[src/assert_macros.svh]
// Concurrent assertion helpers, clocked on clk and disabled while rst_n is low.
`ifndef ASSERT_MACROS_SVH
`define ASSERT_MACROS_SVH

// Check a property on every rising edge of clk.
`define ASSERT_ALWAYS(label, prop) \
    label: assert property (@(posedge clk) disable iff (!rst_n) prop) \
        else $error("assertion failed");

// Check that a condition is followed in the next cycle by a consequence.
`define ASSERT_NEXT(label, cond, cons) \
    label: assert property (@(posedge clk) disable iff (!rst_n) (cond) |=> (cons)) \
        else $error("assertion failed");

`endif

[src/ffha_ram.sv]
// ============================================================================
// ffha_ram
// Simple dual-port synchronous RAM, one write and one registered read port.
// ============================================================================
`timescale 1ns / 1ps
`default_nettype none

module ffha_ram #(
    parameter int DATA_W = 8,
    parameter int ADDR_W = 8
) (
    input  wire logic              clk,
    input  wire logic              we,
    input  wire logic [ADDR_W-1:0] waddr,
    input  wire logic [DATA_W-1:0] wdata,
    input  wire logic [ADDR_W-1:0] raddr,
    output logic      [DATA_W-1:0] rdata
);

    localparam int RAM_DEPTH = 1 << ADDR_W;

    logic [DATA_W-1:0] mem [RAM_DEPTH];

    always_ff @(posedge clk)
    begin
        if (we)
        begin
            mem[waddr] <= wdata;
        end
    end

    always_ff @(posedge clk)
    begin
        rdata <= mem[raddr];
    end

endmodule

`default_nettype wire

[config.mk]
export PLATFORM = sky130hd
export DESIGN_NAME = ffha_ram
export DESIGN_NICKNAME = d
export VERILOG_FILES = /design/src/assert_macros.svh /design/src/ffha_ram.sv
export SDC_FILE = /design/constraint.sdc
export NUM_CORES = 2
export LEC_CHECK = 0
export BUFFER_PORTS_ARGS = -buffer_cell sky130_fd_sc_hd__buf_2
export CAP_MARGIN = 0
export CORE_MARGIN = 10
export CORE_UTILIZATION = 57
export DETAILED_ROUTE_END_ITERATION = 12
export HOLD_SLACK_MARGIN = 0.08
export PLACE_DENSITY = 0.76
export SLEW_MARGIN = 20
export SYNTH_ARGS = -nofsm -noshare
export SYNTH_HDL_FRONTEND = slang
export SYNTH_SLANG_ARGS = --single-unit
export TNS_END_PERCENT = 30
[constraint.sdc]
create_clock -name clk -period 2.2 [get_ports clk]
set_input_delay 0.11 -clock clk [delete_from_list [all_inputs] [get_ports clk]]
set_output_delay 0.11 -clock clk [all_outputs]
set_load 0.05 [all_outputs]
# == Word-level counts from Yosys, hierarchy flattened ==
# Memory sizes are Yosys's and may differ from the RTL's. A register that Yosys moved wholly into a read port is not among the register bits.
# Index checks and enable logic that the tools add are counted.
# Widths: inputs -> output; s select.
# totals
reg_bits,0
mem_bits_rw,2048
input_bits,26
output_inout_bits,8
elab_cells,3
n_memories,1
# memory_table
name,words,width,read_ports,rd_clocked_by_memory_dff,wr,line,source
mem,256,8,1,1,1,ffha_ram.sv:22,logic [DATA_W-1:0] mem [RAM_DEPTH];
# classes
muxes,2
# op_table
op,count
$mux 1,2

# == Longest topological paths before layout ==
# logic_depth
word_depth,2
depth_mapped,11
ltp_nobuf,6

# == Worst setup path before layout ==
# OpenSTA, ideal clock, no wires.
# synth_timing
kind,input to register
startpoint,input port raddr[0]
endpoint,register rdata[2] (read register of mem)
setup_ns,0.131
arrival_time_ns,1.917
required_time_ns,2.069
slack_ns,0.152
cell_stages,9
n_path_buf,4
cell_sequence,buf_6 > buf_12 > buf_8 > buf_2 > mux4_2 > a22oi_1 > a21oi_1 > nor4_1 > nor4_2
# synth_lines
item,line,source
"start, declared",ffha_ram.sv:16,"input wire logic [ADDR_W-1:0] raddr,"
"end, declared",ffha_ram.sv:17,output logic [DATA_W-1:0] rdata

==> results.sh <==
export IMPL_reg2regPathDepth=8
export IMPL_syn_to_final_growth_pct=17.8
export IMPL_grt_pass1_wl_um=296000
export IMPL_post_cts_setup_buffer_count=0
export IMPL_hold_class="input pin to flop"
export IMPL_wl_um=202000
export IMPL_syn_inst=3733
export IMPL_synthTopCellsByCount="edfxtp_1, mux4_2, nor2_1"
export IMPL_drv_slew=0
export IMPL_placementRows=137
export IMPL_instances_no_fill=6470
export IMPL_relSlewSlack_pct=49.1
export IMPL_first_global_vias=42900
export IMPL_finalSetupViolations=6
export IMPL_worstSetupPathType="flop to flop"
export IMPL_synth_top_cell_by_area="edfxtp_1"
export IMPL_worstSkewPairLatency_ns=0.82
export IMPL_drc=0
export IMPL_clk_transition_reported_paths_ns=0.06
export IMPL_dpl_cell_count=6102
export IMPL_synthArstFlopShare_pct=0
export IMPL_endpoint_kind="flop"
export IMPL_finClkSkew_ns=0.0251
export IMPL_cts_tree="built"
export IMPL_yosysSeqAreaShare_pct=77.5
export IMPL_regArea_um2=61700
export IMPL_worstPathMaxFanout=1
export IMPL_grt_use_total_pct=25.9
export IMPL_die_y_um=394
export IMPL_cts_root_buf="clkbuf_16"
export IMPL_dieArea_um2=155000
export IMPL_ys_ff_latch=2056
export IMPL_yosysMostFrequentCell="edfxtp_1"
export IMPL_max_slew_worst_pin_slew_ns=0.764
export IMPL_final_nets=4458
export IMPL_cp_num_cells=8
export IMPL_antenna_found_initial=8
export IMPL_rsz0062_at_grt="yes"
export IMPL_maxCapViolations=0
export IMPL_period_minus_slack_ns=2.41
export IMPL_vias=42300
export IMPL_grt_start_max_net_pins=93
export IMPL_crit_path_top_delay_cell="mux4_2"
export IMPL_h_tree_depth=4
export IMPL_ios=34
export IMPL_drive_gt1_share_pct=33.0
export IMPL_start_kind="flop"
export IMPL_numClockSinks=2056
export IMPL_multiInputGateArea_um2=16800
export IMPL_timing_final_crit_share_pct=109
export IMPL_drt_iter0_drc=6473
export IMPL_ir_drop_uv=862
export IMPL_hold_viol=0
export IMPL_cp_arrival_ns=3.09
export IMPL_p_leak_uw=0.0305
export IMPL_synthTopCellsByArea="edfxtp_1, mux4_2, mux2i_1"
export IMPL_synth_top_area_share_pct=77.3
export IMPL_synth_nets=3759
export IMPL_crit_path_cell_trace="mux4_2, nand2b_1, a311oi_1, buf_4, o221ai_1, a211oi_2, buf_4, nor4_1"
export IMPL_cts_buffers=189
export IMPL_syn_cell_area_um2=79600
export IMPL_wl_per_cell_um=31.2
export IMPL_avgSynthCellArea_um2=21.3
export IMPL_holdWs_ns=0.164
export IMPL_tns_ns=-0.556
export IMPL_p_per_area_nw_per_um2=862
export IMPL_portBuffers=33
export IMPL_cp_top_family="compound AO/OA/AOI/OAI gates"
export IMPL_gp_congestion=0.890
export IMPL_dieWidth_um=394
export IMPL_worst_slack_ns=-0.205
export IMPL_fillers=8201
export IMPL_vias_per_cell=6.54
export IMPL_ant_nets=0
export IMPL_violations="negative setup slack"
export IMPL_cpMostUsedCell="buf_4"
export IMPL_dp_hpwl_um=126000
export IMPL_synth_distinct_cells=55
export IMPL_max_freq_mhz=416
export IMPL_dr_pass1_iters=8
export IMPL_slowest_delay_ns=0.50
export IMPL_initial_core_util_pct=57.2
export IMPL_cp_required_ns=2.88
export IMPL_hold_path_depth=4
export IMPL_outcome="finished with violations"
export IMPL_grt_overflow=0
export IMPL_clockBufferDepth=3
export IMPL_ys_flop_type="edfxtp_1"
export IMPL_core_area_um2=139000
export IMPL_yosys_warnings=0
export IMPL_path_buf_inv=2
export IMPL_synth_edf_count=2048
[flip-flops by register name (all words and copies together) (netlist names)]
name	cells
rdata	8
mem	2048
[final timing paths]
path	startpoint	slack (ns)	endpoint
setup / recovery	mem[43][3]	-0.21	rdata[3]
hold / removal	waddr[4]	0.16	mem[191][4]
setup reg to reg	mem[43][3]	-0.21	rdata[3]
hold reg to reg	mem[20][6]	1.15	rdata[6]
[stage by stage]
stage | setup WS, ns | util, % | cell area (um^2) | power (uW)
6_report | -0.205 | 67.4 | 93700 | 80700
3_3_place_gp | -1.23 | 62.6 | 87100 | 48600
2_1_floorplan | 0.152 | - | 79600 | 46200
5_1_grt | -0.155 | 67.4 | 93700 | 82600
3_5_place_dp | -1.25 | 62.6 | 87100 | 48700
4_1_cts | -0.115 | 67.3 | 93600 | 80900
[layout make-up]
| cell class | instances | share of cell area, % |
|---|---|---|
| sequential | 2056 | 65.8 |
| multi-input combinational | 1442 | 18.0 |
| clock buffer | 221 | 5.32 |
| clock inverter | 126 | 1.22 |
| antenna | 6 | 0.0160 |
| timing repair buffer | 741 | 7.17 |
| inverter | 2 | 0.00801 |
| tap | 1876 | 2.50 |
[cell families (layout without fill, tap and decap cells)]
| family | Yosys count | count (layout) | share of synthesized area (%) |
|---|---|---|---|
| other | 0 | 6 | 0 |
| buffers and inverters | 235 | 1090 | 1.83 |
| DFF | 2056 | 2056 | 77.5 |
| muxes | 591 | 591 | 14.6 |
| AOI/OAI and AO/OA | 385 | 385 | 3.42 |
| and+or+nand+nor | 466 | 466 | 2.63 |
[worst register-to-register path, cell delays in order (launching register included)]
cell and delay [ns]:
edfxtp_1 0.39, mux4_2 0.50, nand2b_1 0.19, a311oi_1 0.32, buf_4 0.18, o221ai_1 0.14
a211oi_2 0.33, buf_4 0.18, nor4_1 0.05
[power breakdown]
part / internal, uW / switching (uW) / leakage [uW]
logic: 1920 / 2880 / 0.00899
clock network: 18500 / 14100 / 0.00301
registers: 43200 / 106 / 0.0185
[cell usage in the layout, fill, tap and decap left out, types with 11 or more instances in the layout]
master	instances
mux2i_1	134
nor2b_1	27
nor3_1	15
edfxtp_1	2048
clkinv_1	48
a211oi_1	15
nand2_1	33
clkbuf_16	194
a22oi_1	132
nor2_1	276
buf_2	22
bufinv_16	20
nand3_1	34
o221ai_1	46
clkbuf_1	24
clkinv_2	42
buf_4	603
dlygate4sd3_1	16
nor4_1	12
mux4_2	454
nor4_2	11
buf_12	88
o22ai_1	28
a21oi_1	96
clkbuf_8	11
[metal layers]
metal,global-route usage [%],part of all wire [%],vias up
li1,-,-,17100
met1,34.7,36,21700
met2,41.0,48,2970
met3,6.16,12,516
met4,10.9,4.5,4
met5,0,0.013,-
[timing repair]
action | in CTS | in global routing
hold buffers | 16 | 0
resized for setup | 41 | 14
pin swaps | 11 | 7
endpoints found under the setup margin | 8 | 8
endpoints found under the hold margin | 1207 | 0
(Power assumes the default switching activity.)
