File: src/assert_macros.svh
// Concurrent assertion helpers, clocked on clk and disabled while rst_n is low.
`ifndef ASSERT_MACROS_SVH
`define ASSERT_MACROS_SVH

// Check a property on every rising edge of clk.
`define ASSERT_ALWAYS(label, prop) \
    label: assert property (@(posedge clk) disable iff (!rst_n) prop) \
        else $error("assertion failed");

// Check that a condition is followed in the next cycle by a consequence.
`define ASSERT_NEXT(label, cond, cons) \
    label: assert property (@(posedge clk) disable iff (!rst_n) (cond) |=> (cons)) \
        else $error("assertion failed");

`endif

File: src/ffha_pkg.sv
// ============================================================================
// ffha_pkg
// Types and constants shared by the first-fit heap allocator modules.
// ============================================================================
`timescale 1ns / 1ps
`default_nettype none

package ffha_pkg;

    localparam int HEAP_BYTES   = 65536;
    localparam int HEADER_BYTES = 12;
    localparam int SPLIT_SLACK  = 16;
    localparam int HDR_WORDS    = HEADER_BYTES / 4;
    localparam int DEPTH        = HEAP_BYTES / 4;
    localparam int SLOT_W       = $clog2(DEPTH);
    localparam int SIZE_W       = $clog2(HEAP_BYTES);
    localparam int REQ_W        = 16;
    localparam int NEED_W       = REQ_W + 1;
    localparam int CMP_W        = ((SIZE_W > NEED_W) ? SIZE_W : NEED_W) + 1;
    localparam int SUM_W        = ((SLOT_W > NEED_W - 2) ? SLOT_W : NEED_W - 2) + 1;
    localparam int ADDR_W       = 32;

    localparam logic [ADDR_W-1:0] HEAP_BASE_RESET = 32'hC000_0000;

    localparam logic FUNC_ALLOC = 1'b0;
    localparam logic FUNC_FREE  = 1'b1;

    typedef struct packed {
        logic              func;
        logic [REQ_W-1:0]  req_bytes;
        logic [ADDR_W-1:0] free_addr;
    } cmd_t;

    typedef struct packed {
        logic [ADDR_W-1:0] result_addr;
        logic              out_of_memory;
    } res_t;

    typedef struct packed {
        logic [SIZE_W-1:0] size;
        logic [SLOT_W-1:0] next;
    } meta_t;

    typedef struct packed {
        logic              flag_we;
        logic              meta_we;
        logic [SLOT_W-1:0] waddr;
        logic              flag;
        meta_t             meta;
    } hdr_wr_t;

endpackage

`default_nettype wire

File: src/ffha_walker.sv
// ============================================================================
// ffha_walker
// Sequencer that walks the block chain, splits and marks headers, and holds
// the result register.
// ============================================================================
`timescale 1ns / 1ps
`default_nettype none
`include "assert_macros.svh"

module ffha_walker
    import ffha_pkg::*;
(
    input  wire logic              clk,
    input  wire logic              rst_n,
    input  wire logic [ADDR_W-1:0] heap_base,
    input  wire logic              cmd_valid,
    output logic                   cmd_stall,
    input  wire cmd_t              cmd,
    output logic                   res_valid,
    input  wire logic              res_stall,
    output res_t                   res,
    output logic      [SLOT_W-1:0] raddr,
    input  wire logic              flag_rdata,
    input  wire meta_t             meta_rdata,
    output hdr_wr_t                wr
);

    typedef enum logic [2:0] {
        ST_INIT,
        ST_IDLE,
        ST_EXAM,
        ST_SPLIT,
        ST_RESP
    } state_t;

    state_t            state_reg, state_next;
    logic              res_valid_reg, res_valid_next;
    res_t              res_reg, res_next;
    res_t              pend_reg, pend_next;
    logic [SLOT_W-1:0] cur_reg, cur_next;
    logic [SLOT_W-1:0] ns_reg, ns_next;
    logic [NEED_W-1:0] need_reg, need_next;

    logic              accept;
    logic [NEED_W-1:0] need_cmd;
    logic [ADDR_W-1:0] free_off;
    logic              free_ok;
    logic [CMP_W-1:0]  size_ext;
    logic [CMP_W-1:0]  need_ext;
    logic              fits;
    logic              split;
    logic [SUM_W-1:0]  ns_sum;
    logic [CMP_W-1:0]  rem;
    logic [ADDR_W-1:0] hit_addr;

    assign cmd_stall = (state_reg != ST_IDLE);
    assign accept    = cmd_valid && !cmd_stall;
    assign res_valid = res_valid_reg;
    assign res       = res_reg;

    assign need_cmd = (NEED_W'(cmd.req_bytes) + NEED_W'(3)) & ~NEED_W'(3);
    assign free_off = cmd.free_addr - heap_base - ADDR_W'(HEADER_BYTES);
    assign free_ok  = (cmd.free_addr != '0) && (free_off < ADDR_W'(HEAP_BYTES))
                      && (free_off[1:0] == 2'b00);

    assign size_ext = CMP_W'(meta_rdata.size);
    assign need_ext = CMP_W'(need_reg);
    assign fits     = flag_rdata && (size_ext >= need_ext);
    assign split    = size_ext > (need_ext + CMP_W'(HEADER_BYTES) + CMP_W'(SPLIT_SLACK));
    assign ns_sum   = SUM_W'(cur_reg) + SUM_W'(HDR_WORDS) + SUM_W'(need_reg[NEED_W-1:2]);
    assign rem      = size_ext - need_ext - CMP_W'(HEADER_BYTES);
    assign hit_addr = heap_base + ADDR_W'({cur_reg, 2'b00}) + ADDR_W'(HEADER_BYTES);

    always_comb
    begin
        state_next     = state_reg;
        res_valid_next = res_valid_reg && res_stall;
        res_next       = res_reg;
        pend_next      = pend_reg;
        cur_next       = cur_reg;
        ns_next        = ns_reg;
        need_next      = need_reg;
        raddr          = cur_reg;
        wr             = '0;

        case (state_reg)
            ST_INIT:
            begin
                wr.flag_we     = 1'b1;
                wr.meta_we     = 1'b1;
                wr.waddr       = '0;
                wr.flag        = 1'b1;
                wr.meta.size   = SIZE_W'(HEAP_BYTES - HEADER_BYTES);
                wr.meta.next   = '0;
                state_next     = ST_IDLE;
            end
            ST_IDLE:
            begin
                raddr = '0;
                if (accept)
                begin
                    if (cmd.func == FUNC_ALLOC)
                    begin
                        cur_next   = '0;
                        need_next  = need_cmd;
                        state_next = ST_EXAM;
                    end
                    else
                    begin
                        wr.flag_we = free_ok;
                        wr.waddr   = free_off[SLOT_W+1:2];
                        wr.flag    = 1'b1;
                        pend_next  = '0;
                        state_next = ST_RESP;
                    end
                end
            end
            ST_EXAM:
            begin
                if (fits)
                begin
                    pend_next.result_addr   = hit_addr;
                    pend_next.out_of_memory = 1'b0;
                    if (split)
                    begin
                        wr.flag_we   = 1'b1;
                        wr.meta_we   = 1'b1;
                        wr.waddr     = ns_sum[SLOT_W-1:0];
                        wr.flag      = 1'b1;
                        wr.meta.size = SIZE_W'(rem);
                        wr.meta.next = meta_rdata.next;
                        ns_next      = ns_sum[SLOT_W-1:0];
                        state_next   = ST_SPLIT;
                    end
                    else
                    begin
                        wr.flag_we = 1'b1;
                        wr.waddr   = cur_reg;
                        wr.flag    = 1'b0;
                        state_next = ST_RESP;
                    end
                end
                else if (meta_rdata.next == '0)
                begin
                    pend_next.result_addr   = '0;
                    pend_next.out_of_memory = 1'b1;
                    state_next              = ST_RESP;
                end
                else
                begin
                    raddr    = meta_rdata.next;
                    cur_next = meta_rdata.next;
                end
            end
            ST_SPLIT:
            begin
                wr.flag_we   = 1'b1;
                wr.meta_we   = 1'b1;
                wr.waddr     = cur_reg;
                wr.flag      = 1'b0;
                wr.meta.size = SIZE_W'(need_reg);
                wr.meta.next = ns_reg;
                state_next   = ST_RESP;
            end
            ST_RESP:
            begin
                if (!res_valid_reg || !res_stall)
                begin
                    res_next       = pend_reg;
                    res_valid_next = 1'b1;
                    state_next     = ST_IDLE;
                end
            end
            default:
            begin
                state_next = ST_IDLE;
            end
        endcase
    end

    always_ff @(posedge clk or negedge rst_n)
    begin
        if (!rst_n)
        begin
            state_reg     <= ST_INIT;
            res_valid_reg <= 1'b0;
        end
        else
        begin
            state_reg     <= state_next;
            res_valid_reg <= res_valid_next;
        end
    end

    always_ff @(posedge clk)
    begin
        res_reg  <= res_next;
        pend_reg <= pend_next;
        cur_reg  <= cur_next;
        ns_reg   <= ns_next;
        need_reg <= need_next;
    end

    `ASSERT_ALWAYS(a_meta_with_flag, wr.meta_we |-> wr.flag_we)
    `ASSERT_ALWAYS(a_split_after_exam, (state_reg == ST_SPLIT) |-> ($past(state_reg) == ST_EXAM))
    `ASSERT_ALWAYS(a_oom_zero_addr, (res_valid && res.out_of_memory) |-> (res.result_addr == '0))
    `ASSERT_NEXT(a_stall_after_accept, accept, cmd_stall)

endmodule

`default_nettype wire

File: config.mk
export PLATFORM = sky130hd
export DESIGN_NAME = ffha_walker
export DESIGN_NICKNAME = d
export VERILOG_FILES = /design/src/ffha_pkg.sv /design/src/ffha_walker.sv
export VERILOG_INCLUDE_DIRS = /design/src /design/src/src
export SDC_FILE = /design/constraint.sdc
export NUM_CORES = 1
export LEC_CHECK = 0
export BUFFER_PORTS_ARGS = -buffer_cell sky130_fd_sc_hd__buf_2
export CAP_MARGIN = 10
export CELL_PAD_IN_SITES_DETAIL_PLACEMENT = 1
export CELL_PAD_IN_SITES_GLOBAL_PLACEMENT = 1
export CORE_ASPECT_RATIO = 0.7
export CORE_MARGIN = 5
export CORE_UTILIZATION = 45
export CTS_CLUSTER_SIZE = 8
export DETAILED_ROUTE_END_ITERATION = 8
export PLACE_DENSITY_LB_ADDON = 0.1
export SYNTH_ARGS = -nofsm -noshare
export SYNTH_HDL_FRONTEND = slang
export SYNTH_SLANG_ARGS = --single-unit
File: constraint.sdc
create_clock -name clk -period 10.6 [get_ports clk]
set_input_delay 2.12 -clock clk [delete_from_list [all_inputs] [get_ports clk]]
set_output_delay 2.12 -clock clk [all_outputs]
set_load 0.02 [all_outputs]
[Yosys cells after proc, flatten, opt, wreduce, memory -nomap -nowiden]
Cells that the tools add are included.
Word-level totals
  word-level logic and storage cells: 87
  input port bits: 116
  bits in registers: 113
Operators by class
  add/sub/neg operators: 11
  magnitude comparators: 3
  bitwise operators: 1
  reductions and logical operators: 21
  muxes and demuxes: 32
  eq/ne operators: 10
Operators with widths (number)
  2-to-1 mux 33 bit: 4
  one-hot mux 30 bit (3 select lines): 1
  one-hot mux 33 bit (2 select lines): 1
  one-hot mux 15 bit (4 select lines): 1
  2-to-1 mux 14 bit: 4
  one-hot mux 14 bit (2 select lines): 2
  2-to-1 mux 47 bit: 1
  2-to-1 mux 15 bit: 3
  adder 32 x 16 -> 32 bit: 1
  adder 32 x 4 -> 32 bit (second input constant): 1
  < comparator 32 x 17 -> 1 bit (second input constant): 1
  nonzero test 32 bit: 1
  subtractor 32 bit: 1
  subtractor 32 x 4 -> 32 bit (second input constant): 1
  2-to-1 mux 30 bit: 1
  adder 17 x 4 -> 18 bit (second input constant): 1
  adder 18 x 5 -> 18 bit (second input constant): 1
  greater-than comparator 16 x 18 -> 1 bit: 1
  2-to-1 mux 3 bit: 6
  adder 16 x 2 -> 17 bit (second input constant): 1
  >= comparator 16 x 17 -> 1 bit: 1
  subtractor 16 bit: 1
  subtractor 16 x 4 -> 16 bit (second input constant): 1
  adder 14 bit: 1
  23 further kinds: 40

[Longest topological paths before layout]
Gate-level depths: netlist (run 1).
  depth after elaboration: 8
  gate-level depth with buffers: 18

[Least setup slack after synthesis (run 1)]
Ideal clock, no wire load.
  path type: input to output
  from: input port heap_base[1]
  to: output port wr[46] (netlist name)
  required time: 8.480 ns
  path slack: 2.973 ns
  path buffers: 0
  data arrival time: 5.507 ns
  stages: 14
  cells stage by stage: inv_1 > ha_1 > ha_1 > fa_1 > a211oi_1 > nor2_1 > o311ai_1 > a22o_1 > o31ai_2 > nor3_1 > o22ai_1 > or4_1 > or4_1 > o21ai_1
RTL lines
  start, declared: RTL line ffha_walker.sv:15  | input wire logic [ADDR_W-1:0] heap_base,
  end, declared: RTL line ffha_walker.sv:25  | output hdr_wr_t wr

==> results of run 1 <==
[per-stage QoR]
stage               hold slack (ns)  utilization  power (W)  setup WS, ns
floorplan                    0.4003            -   0.001602         2.973
global placement             0.4017       0.5156   0.002022         2.423
detailed placement           0.4056       0.5156   0.002061         2.391
CTS                          0.4192       0.5409   0.002681         2.365
global route                 0.4279       0.5412   0.002850         2.140
finish                       0.4184       0.5412   0.002694         2.347
[placed cells by master (no fill, tap or decap), types with 14 or more instances in the layout]
master,count
a21o_1,38
a21oi_1,86
a221o_1,26
a22o_1,16
and3_1,15
buf_2,211
clkbuf_16,17
edfxtp_1,109
ha_1,166
inv_1,168
nand2_1,72
nand2b_1,14
nand3_1,29
nor2_1,88
nor3_1,29
nor4_1,14
o21ai_0,17
o21ai_1,24
xnor2_1,52
xor2_1,34
[power breakdown]
part / leakage, nW / switching (W) / internal (W)
sequential: 1.06 / 0.0000821 / 0.000618
clock: 0.287 / 0.000245 / 0.000354
combinational: 4.74 / 0.000885 / 0.000510
[worst max path at each step]
stage | startpoint | end | slack, ns | depth (start not counted)
floorplan | heap_base[1] | wr[46] | 2.97 | 14
global placement | heap_base[1] | wr[46] | 2.42 | 16
detailed placement | heap_base[1] | wr[46] | 2.39 | 16
CTS | heap_base[1] | wr[46] | 2.36 | 16
global route | heap_base[1] | wr[46] | 2.14 | 16
finish | heap_base[1] | wr[46] | 2.35 | 16
[layout make-up]
| type | count | area [um^2] |
|---|---|---|
| antenna | 3 | 7.507 |
| clock buffer | 17 | 425.4 |
| clock inverter | 15 | 171.4 |
| fill | 2816 | 10820 |
| inverter | 171 | 643.1 |
| multi-input combinational | 884 | 6620 |
| sequential | 113 | 3373 |
| tap | 318 | 397.9 |
| timing repair buffer | 220 | 1124 |
[logic make-up after synthesis]
kind of cell               count (synthesis)  share of synthesized area
and+or+nand+nor                          334                     0.1537
AOI/OAI and AO/OA                        290                     0.1863
buffers and inverters                    200                    0.07075
adders and majority gates                170                     0.2010
DFF                                      113                     0.3143
xor gates and xnor gates                  86                    0.07017
muxes                                      4                   0.003847
[per-layer routing]
layer | track usage | vias up | wire length [um] | part of all wire
met1 | 0.4333 | 4852 | 18850 | 0.49
met3 | 0.05799 | 45 | 3082 | 0.080
li1 | - | 4749 | - | -
met2 | 0.3967 | 380 | 15820 | 0.41
met4 | 0.06694 | 0 | 653 | 0.017
met5 | 0 | - | 0 | 0
==> impl_metrics.json, run 1 <==
{
  "status": "finished, final reports clean",
  "routed_via_density": 5.759,
  "grt-ovfl-total": 0,
  "hold_viol_final": 0,
  "cts_tree": "yes",
  "tns_ns": 0,
  "cp.required_ns": 8.48,
  "place_area_mm2": 0.01216,
  "yosysSeqAreaShare": 0.3143,
  "ir_worst_vdd_mv": 0.1760,
  "io_pins": 212,
  "cts.repair.resized": 0,
  "syn2layout_area_growth_pct": 18.89,
  "grt_pass1_vias": 10120,
  "maxCapViolCount": 0,
  "worst-path-buf-inv": 3,
  "wirelength_mm": 38.40,
  "nets": 1693,
  "start_util": 0.4552,
  "cts_buffer_depth": 2,
  "synth_nets": 1483,
  "holdPathStages": 0,
  "syn_area_mm2": 0.01073,
  "total_leakage_power_nw": 6.089,
  "grt_max_degree": 45,
  "arrival_ns": 6.13,
  "num_vias": 10030,
  "r2r-start": "need_reg[7]",
  "syn_avg_cell_area_um2": 8.967,
  "fp.coreArea_mm2": 0.02358,
  "first_iter_violations": 980,
  "ys.warnings.count": 0,
  "path_delay_family": "compound AO/OA/AOI/OAI gates",
  "worst-r2r-setup-slack_ns": 5.87,
  "fin_crit_ns": 8.253,
  "die-area_mm2": 0.02709,
  "path_max_fanout": 6,
  "synth.distinct_cells": 73,
  "cts_sinks": 113,
  "die_w_um": 194.6,
  "maxSlewHeadroom": 0.2152,
  "worst_pin_slew_ns": 1.174,
  "layout-drive-gt1-share": 0.1915,
  "cp-end-kind": "output pin",
  "critPathLaunchType": "input pin",
  "cts_root_buf": "clkbuf_16",
  "synth_top_area_cell": "edfxtp_1",
  "cp_cell_sequence": "buf_2 -> inv_1 -> ha_1 -> ha_1 -> fa_1 -> a211oi_1 -> nor2_1 -> o311ai_1 -> a22o_1 -> o21ai_1 -> xnor2_1 -> nand2_1 -> or4_1 -> or4_1 -> o21ai_1 -> buf_2",
  "hold_path_class": "flip-flop to flip-flop",
  "cts_buffers": 17,
  "worstRegToRegCells": 14,
  "async_reset_ff_frac": 0.03540,
  "wl_per_cell_um": 22.06,
  "powerDensity_mw_per_mm2": 211.1,
  "yosysMostFrequentCell": "inv_1",
  "dp_hpwl_mm": 31.05,
  "synth_commonest_cells": "168 x inv_1, 166 x ha_1, 109 x edfxtp_1",
  "num_rows": 47,
  "clk_latency_ns": 0.42,
  "cpPeakStageDelay_ns": 0.47,
  "place_congestion": 0.9390,
  "antenna_found_initial": 4,
  "grtUsageTotal": 0.2795,
  "port_buffers": 211,
  "hp-start": "pend_reg[4]",
  "fin_cells": 1741,
  "dieHeight_um": 139.2,
  "rr_endpoint": "ns_reg[5]",
  "cts.hold.buffers_added": 0,
  "drv_slew": 0,
  "grt_pass1_wl_mm": 59.62,
  "rsz0062_at_grt": "false",
  "route.detailed.drc": 0,
  "ant_nets": 0,
  "dp.cells": 1706,
  "ys_seq_elements": 113,
  "cts.clk_slew.worst_paths_ns": 0.05,
  "finalClockSkew_ns": 0.01677,
  "synth.area.top_cells": "edfxtp_1 30%, ha_1 19%, inv_1 5.9%",
  "crit_type": "input pin to output pin",
  "finalSetupViolations": 0,
  "synth_edf_count": 109,
  "htree_levels": 4,
  "synth-main-ff-cell": "edfxtp_1",
  "fmax_mhz": 121.2,
  "crit_slowest_cell": "or4_1",
  "firstDrtPassIters": 5,
  "postLayoutCellArea_mm2": 0.01276,
  "synthCells": 1197,
  "fin_crit_sh": 0.7786,
  "postCtsSetupRepairBufs": 0,
  "hold_path_end": "res[4]",
  "synth_top_cell_area_share": 0.3049
}
Power figures use the tool's default switching activity.
==> run 2, diff against run 1 <==
--- a/config.mk
+++ b/config.mk
@@ -12,7 +12,7 @@
 export CELL_PAD_IN_SITES_GLOBAL_PLACEMENT = 1
 export CORE_ASPECT_RATIO = 0.7
 export CORE_MARGIN = 5
-export CORE_UTILIZATION = 45
+export CORE_UTILIZATION = 43
 export CTS_CLUSTER_SIZE = 8
 export DETAILED_ROUTE_END_ITERATION = 8
 export PLACE_DENSITY_LB_ADDON = 0.1
==> constraint.sdc (replaced) <==
create_clock -name clk -period 8.4 [get_ports clk]
set_input_delay 1.68 -clock clk [delete_from_list [all_inputs] [get_ports clk]]
set_output_delay 1.68 -clock clk [all_outputs]
set_load 0.02 [all_outputs]
==> impl_metrics.json, run 2 (synthesis gave the netlist of run 1 again) <==
{
  "finalClockSkew_ns": 0.006939,
  "critPathLaunchType": "input pin",
  "die_w_um": 198.8,
  "worst_pin_slew_ns": 1.181,
  "start_util": 0.4359,
  "first_iter_violations": 852,
  "route.detailed.drc": 0,
  "ant_nets": 0,
  "wirelength_mm": 37.55,
  "cts_buffers": 17,
  "maxSlewHeadroom": 0.2098,
  "syn2layout_area_growth_pct": 19.15,
  "num_vias": 9839,
  "fp.coreArea_mm2": 0.02462,
  "fmax_mhz": 135.4,
  "grt_pass1_wl_mm": 57.05,
  "grt_max_degree": 34,
  "dieHeight_um": 142.2,
  "design_power_total_w": 0.003376,
  "layout-drive-gt1-share": 0.1927,
  "rsz0062_at_grt": "false",
  "cts_sinks": 113,
  "final_common_cell": "buf_2",
  "cts_buffer_depth": 2,
  "postCtsSetupRepairBufs": 0,
  "total_leakage_power_nw": 6.100,
  "port_buffers": 211,
  "hold_path_class": "flip-flop to flip-flop",
  "num_rows": 48,
  "die-area_mm2": 0.02827,
  "drv_slew": 0,
  "tns_ns": 0,
  "cp.required_ns": 6.72,
  "cts_tree": "yes",
  "worst-r2r-setup-slack_ns": 4.11,
  "path_max_fanout": 6,
  "cts.clk_slew.worst_paths_ns": 0.06,
  "io_pins": 212,
  "layout.cells.most_common_list": "211 x buf_2, 168 x inv_1, 166 x ha_1",
  "routed_via_density": 5.632,
  "cts_root_buf": "clkbuf_16",
  "fill_cells": 2975,
  "clk_latency_ns": 0.42,
  "fin_crit_ns": 7.385,
  "hold_viol_final": 0,
  "cts.repair.resized": 0,
  "maxCapViolCount": 0,
  "wl_per_cell_um": 21.50,
  "dp_hpwl_mm": 31.36,
  "ir_worst_vdd_mv": 0.1697,
  "firstDrtPassIters": 5,
  "htree_levels": 4,
  "post-place-ws_ns": 1.089,
  "grt-ovfl-total": 0,
  "finalSetupViolations": 0,
  "grtUsageTotal": 0.2613,
  "cts.hold.buffers_added": 0,
  "arrival_ns": 5.70,
  "fin_crit_sh": 0.8791,
  "fin_ws_ns": 1.015,
  "powerDensity_mw_per_mm2": 263.9,
  "crit_type": "input pin to output pin",
  "antenna_found_initial": 0,
  "nets": 1695,
  "diodes": 0,
  "place_congestion": 0.9382,
  "status": "finished, final reports clean",
  "cp-end-kind": "output pin",
  "grt_pass1_vias": 9899
}
run 2: changes by cell type in the layout (fill, tap and decap cells not counted), sizes merged:
cell,change
buf,+2
bufinv,+1
clkbuf,+1
clkinvlp,+1
diode,-3
inv,-3
run 2: final cells by class:
class / instances / area (um^2) / share of cell area
Multi-Input combinational cell: 884 / 6620 / 0.5176
Sequential cell: 113 / 3373 / 0.2637
Timing Repair Buffer: 222 / 1139 / 0.08902
Inverter: 171 / 643.1 / 0.05028
Clock buffer: 18 / 429.2 / 0.03356
Tap cell: 325 / 406.6 / 0.03179
Clock inverter: 14 / 178.9 / 0.01399
run 2: final timing paths:
kind / depth (start not counted) / start / endpoint
setup / recovery: 16 / heap_base[1] / wr[46]
hold / removal: 0 / pend_reg[22] / res[22]
setup reg to reg: 14 / need_reg[7] / ns_reg[11]
hold reg to reg: 0 / pend_reg[22] / res[22]
max in group asynchronous: 1 / rst_n / state_reg[0]
min in group asynchronous: 1 / rst_n / state_reg[1]
run 2: stage by stage:
step / hold WS (ns) / utilization / instances / instance area [um^2]
2_1_floorplan: 0.4003 / - / 1197 / 10730
3_3_place_gp: 0.4019 / 0.4947 / 1715 / 12180
3_5_place_dp: 0.4079 / 0.4947 / 1715 / 12180
4_1_cts: 0.4201 / 0.5194 / 1747 / 12790
5_1_grt: 0.4219 / 0.5194 / 1747 / 12790
6_report: 0.4195 / 0.5194 / 1747 / 12790
run 2: worst max-delay path, cell delays in order:
cell	delay (ns)
buf_2	0.10
inv_1	0.15
ha_1	0.26
ha_1	0.24
fa_1	0.43
a211oi_1	0.29
nor2_1	0.16
o311ai_1	0.35
a22o_1	0.36
o31ai_2	0.13
nor3_1	0.19
o22ai_1	0.11
or4_1	0.49
or4_1	0.41
o21ai_1	0.15
buf_2	0.19
run 2: metal layers:
layer / GRT usage / up-vias / wire length [um]
li1: - / 4734 / -
met1: 0.4222 / 4760 / 19500
met2: 0.3704 / 325 / 15190
met3: 0.04117 / 20 / 2549
met4: 0.03993 / 0 / 308
met5: 0 / - / 0
run 2: power breakdown:
| group | internal (W) | total [W] | switching (W) |
|---|---|---|---|
| Clock | 0.000471 | 0.000753 | 0.000282 |
| Sequential | 0.000780 | 0.000881 | 0.000101 |
| Combinational | 0.000641 | 0.00174 | 0.00110 |
==> run 3, diff against run 2 <==
--- a/config.mk
+++ b/config.mk
@@ -6,13 +6,14 @@
 export SDC_FILE = /design/constraint.sdc
 export NUM_CORES = 1
 export LEC_CHECK = 0
+export ABC_AREA = 1
 export BUFFER_PORTS_ARGS = -buffer_cell sky130_fd_sc_hd__buf_2
 export CAP_MARGIN = 10
 export CELL_PAD_IN_SITES_DETAIL_PLACEMENT = 1
 export CELL_PAD_IN_SITES_GLOBAL_PLACEMENT = 1
 export CORE_ASPECT_RATIO = 0.7
 export CORE_MARGIN = 5
-export CORE_UTILIZATION = 43
+export CORE_UTILIZATION = 41
 export CTS_CLUSTER_SIZE = 8
 export DETAILED_ROUTE_END_ITERATION = 8
 export PLACE_DENSITY_LB_ADDON = 0.1
==> impl_metrics.json, run 3 <==
{
  "synth-main-ff-cell": "edfxtp_1",
  "start_util": 0.4182,
  "design_power_total_w": 0.003640,
  "async_reset_ff_frac": 0.03540,
  "regArea_mm2": 0.003373,
  "crit_type": "input pin to output pin",
  "critPathLaunchType": "input pin",
  "worst_pin_slew_ns": 1.016,
  "met3_usage": 0.05208,
  "syn2layout_area_growth_pct": 17.09,
  "synth_nets": 2044,
  "multi_input_area_mm2": 0.007262,
  "dp_hpwl_mm": 41.67,
  "grt_max_degree": 34,
  "synth.area.top_cells": "edfxtp_1 27%, ha_1 17%, nand2_1 13%",
  "gr-usage-met2": 0.4061,
  "total_leakage_power_nw": 7.751,
  "cts.clk_slew.worst_paths_ns": 0.06,
  "grt-ovfl-total": 0,
  "first_iter_violations": 959,
  "syn_area_mm2": 0.01213,
  "rsz0062_at_grt": "false",
  "routed_via_density": 5.294,
  "cp.required_ns": 6.72,
  "cts_sinks": 113,
  "synth_edf_count": 109,
  "firstDrtPassIters": 4,
  "fin_crit_sh": 0.7659,
  "maxSlewHeadroom": 0.3209,
  "fill_cells": 3870,
  "path_max_fanout": 30,
  "ys_seq_elements": 113,
  "cts_tree": "yes",
  "ir_worst_vdd_mv": 0.1682,
  "fin_crit_ns": 6.434,
  "grt.busiest_layer": "met1",
  "layout.cells.most_common_list": "434 x nand2_1, 373 x inv_1, 211 x buf_2",
  "gr-usage-met1": 0.4510,
  "num_rows": 52,
  "maxCapViolCount": 0,
  "nets": 2259,
  "place_congestion": 0.9567,
  "drv_slew": 0,
  "htree_levels": 4,
  "yosysMostFrequentCell": "nand2_1",
  "die-area_mm2": 0.03319,
  "synthCells": 1758,
  "hold_viol_final": 0,
  "ys.warnings.count": 0,
  "die_w_um": 215.6,
  "final_common_cell": "nand2_1",
  "cp-end-kind": "output pin",
  "diodes": 0,
  "syn_avg_cell_area_um2": 6.902,
  "hold_path_class": "flip-flop to flip-flop",
  "finalClockSkew_ns": 0.01405,
  "num_vias": 12520,
  "ant_nets": 0,
  "cts_buffer_depth": 2,
  "arrival_ns": 4.75,
  "fin_util": 0.4896,
  "postCtsSetupRepairBufs": 0,
  "fp.coreArea_mm2": 0.02902,
  "grt_pass1_wl_mm": 73.53,
  "grtUsageTotal": 0.2864,
  "grt_pass1_vias": 12490,
  "route.detailed.drc": 0,
  "antenna_found_initial": 0,
  "yosysSeqAreaShare": 0.2780,
  "dieHeight_um": 153.9,
  "cts.hold.buffers_added": 0,
  "fmax_mhz": 155.4,
  "layout-drive-gt1-share": 0.1360,
  "port_buffers": 211,
  "io_pins": 212,
  "cts_root_buf": "clkbuf_16",
  "status": "finished, final reports clean",
  "wirelength_mm": 48.63,
  "cts.repair.resized": 0,
  "synth.distinct_cells": 47,
  "clk_latency_ns": 0.44,
  "synth_top_cell_area_share": 0.2697,
  "powerDensity_mw_per_mm2": 256.2,
  "synth_commonest_cells": "434 x nand2_1, 373 x inv_1, 166 x ha_1",
  "wl_per_cell_um": 20.57,
  "synth_top_area_cell": "edfxtp_1",
  "finalSetupViolations": 0,
  "tns_ns": 0,
  "cts_buffers": 17
}
[run 3: cell types whose count changed after synthesis, moves of 26 or more]
| cell | previous run | this run |
|---|---|---|
| nand2_1 | 72 | 434 |
| inv_1 | 168 | 373 |
| nand3_1 | 29 | 111 |
| nor2_1 | 90 | 156 |
| o21ai_0 | 17 | 73 |
| xnor2_1 | 52 | 12 |
| a21o_1 | 38 | 4 |
| a221o_1 | 26 | 0 |
[run 3: path summary, 6_finish.rpt]
path	start	end	slack, ns	depth (start not counted)
worst max-delay path	meta_rdata[17]	wr[30]	1.97	15
worst min-delay path	pend_reg[6]	res[6]	0.42	0
worst max register to register	need_reg[2]	state_reg[0]	4.18	21
worst min register to register	pend_reg[6]	res[6]	0.42	0
max in group asynchronous	rst_n	state_reg[1]	7.22	1
min in group asynchronous	rst_n	state_reg[2]	1.04	1
[run 3: critical path, stage by stage]
cell and delay [ns]:
buf_2 0.12, ha_1 0.23, fa_1 0.36, a31oi_1 0.20, o21ai_0 0.15, nand3_1 0.09
nand3_1 0.07, nand2_1 0.11, inv_1 0.07, nand2_2 0.43, inv_2 0.37, nand2_1 0.14
buf_4 0.37, nand3_1 0.13, buf_2 0.19
[run 3: cell type report]
| type | instances | share of cell area |
|---|---|---|
| well taps | 378 | 0.03329 |
| flip-flops and latches | 113 | 0.2374 |
| repair buffers | 216 | 0.07697 |
| inverters | 378 | 0.09987 |
| clock inverters | 15 | 0.01136 |
| multi-input cells | 1247 | 0.5111 |
| clock buffers | 17 | 0.02994 |
[run 3: cell families after synthesis]
family,after synthesis,synth area share
xor+xnor,58,0.04186
simple gates,777,0.2678
compound gates,242,0.1090
flops,113,0.2780
fa+ha+maj,170,0.1778
buf+inv,398,0.1256
[run 3: stage by stage]
step                      instance area [um^2]  setup slack (ns)  std cells  hold slack, ns
final                                    14210             1.966       2364          0.4163
after global routing                     14210             1.741       2364          0.4379
after CTS                                14210             2.010       2364          0.4181
after detailed placement                 13620             2.018       2332          0.4063
after global placement                   13620             2.047       2332          0.4013
after floorplan                          12130             2.984       1758          0.4003
[run 3: metal layers]
layer,vias to the layer above,part of all wire
met2,402,0.40
met1,5988,0.52
met4,0,0.014
met5,-,0
met3,43,0.068
li1,6083,-
[run 3: where the power goes]
part	internal, W	switching, W	total, W
Sequential	0.000811	0.0000934	0.000904
Combinational	0.000598	0.00140	0.00200
Clock	0.000421	0.000313	0.000735
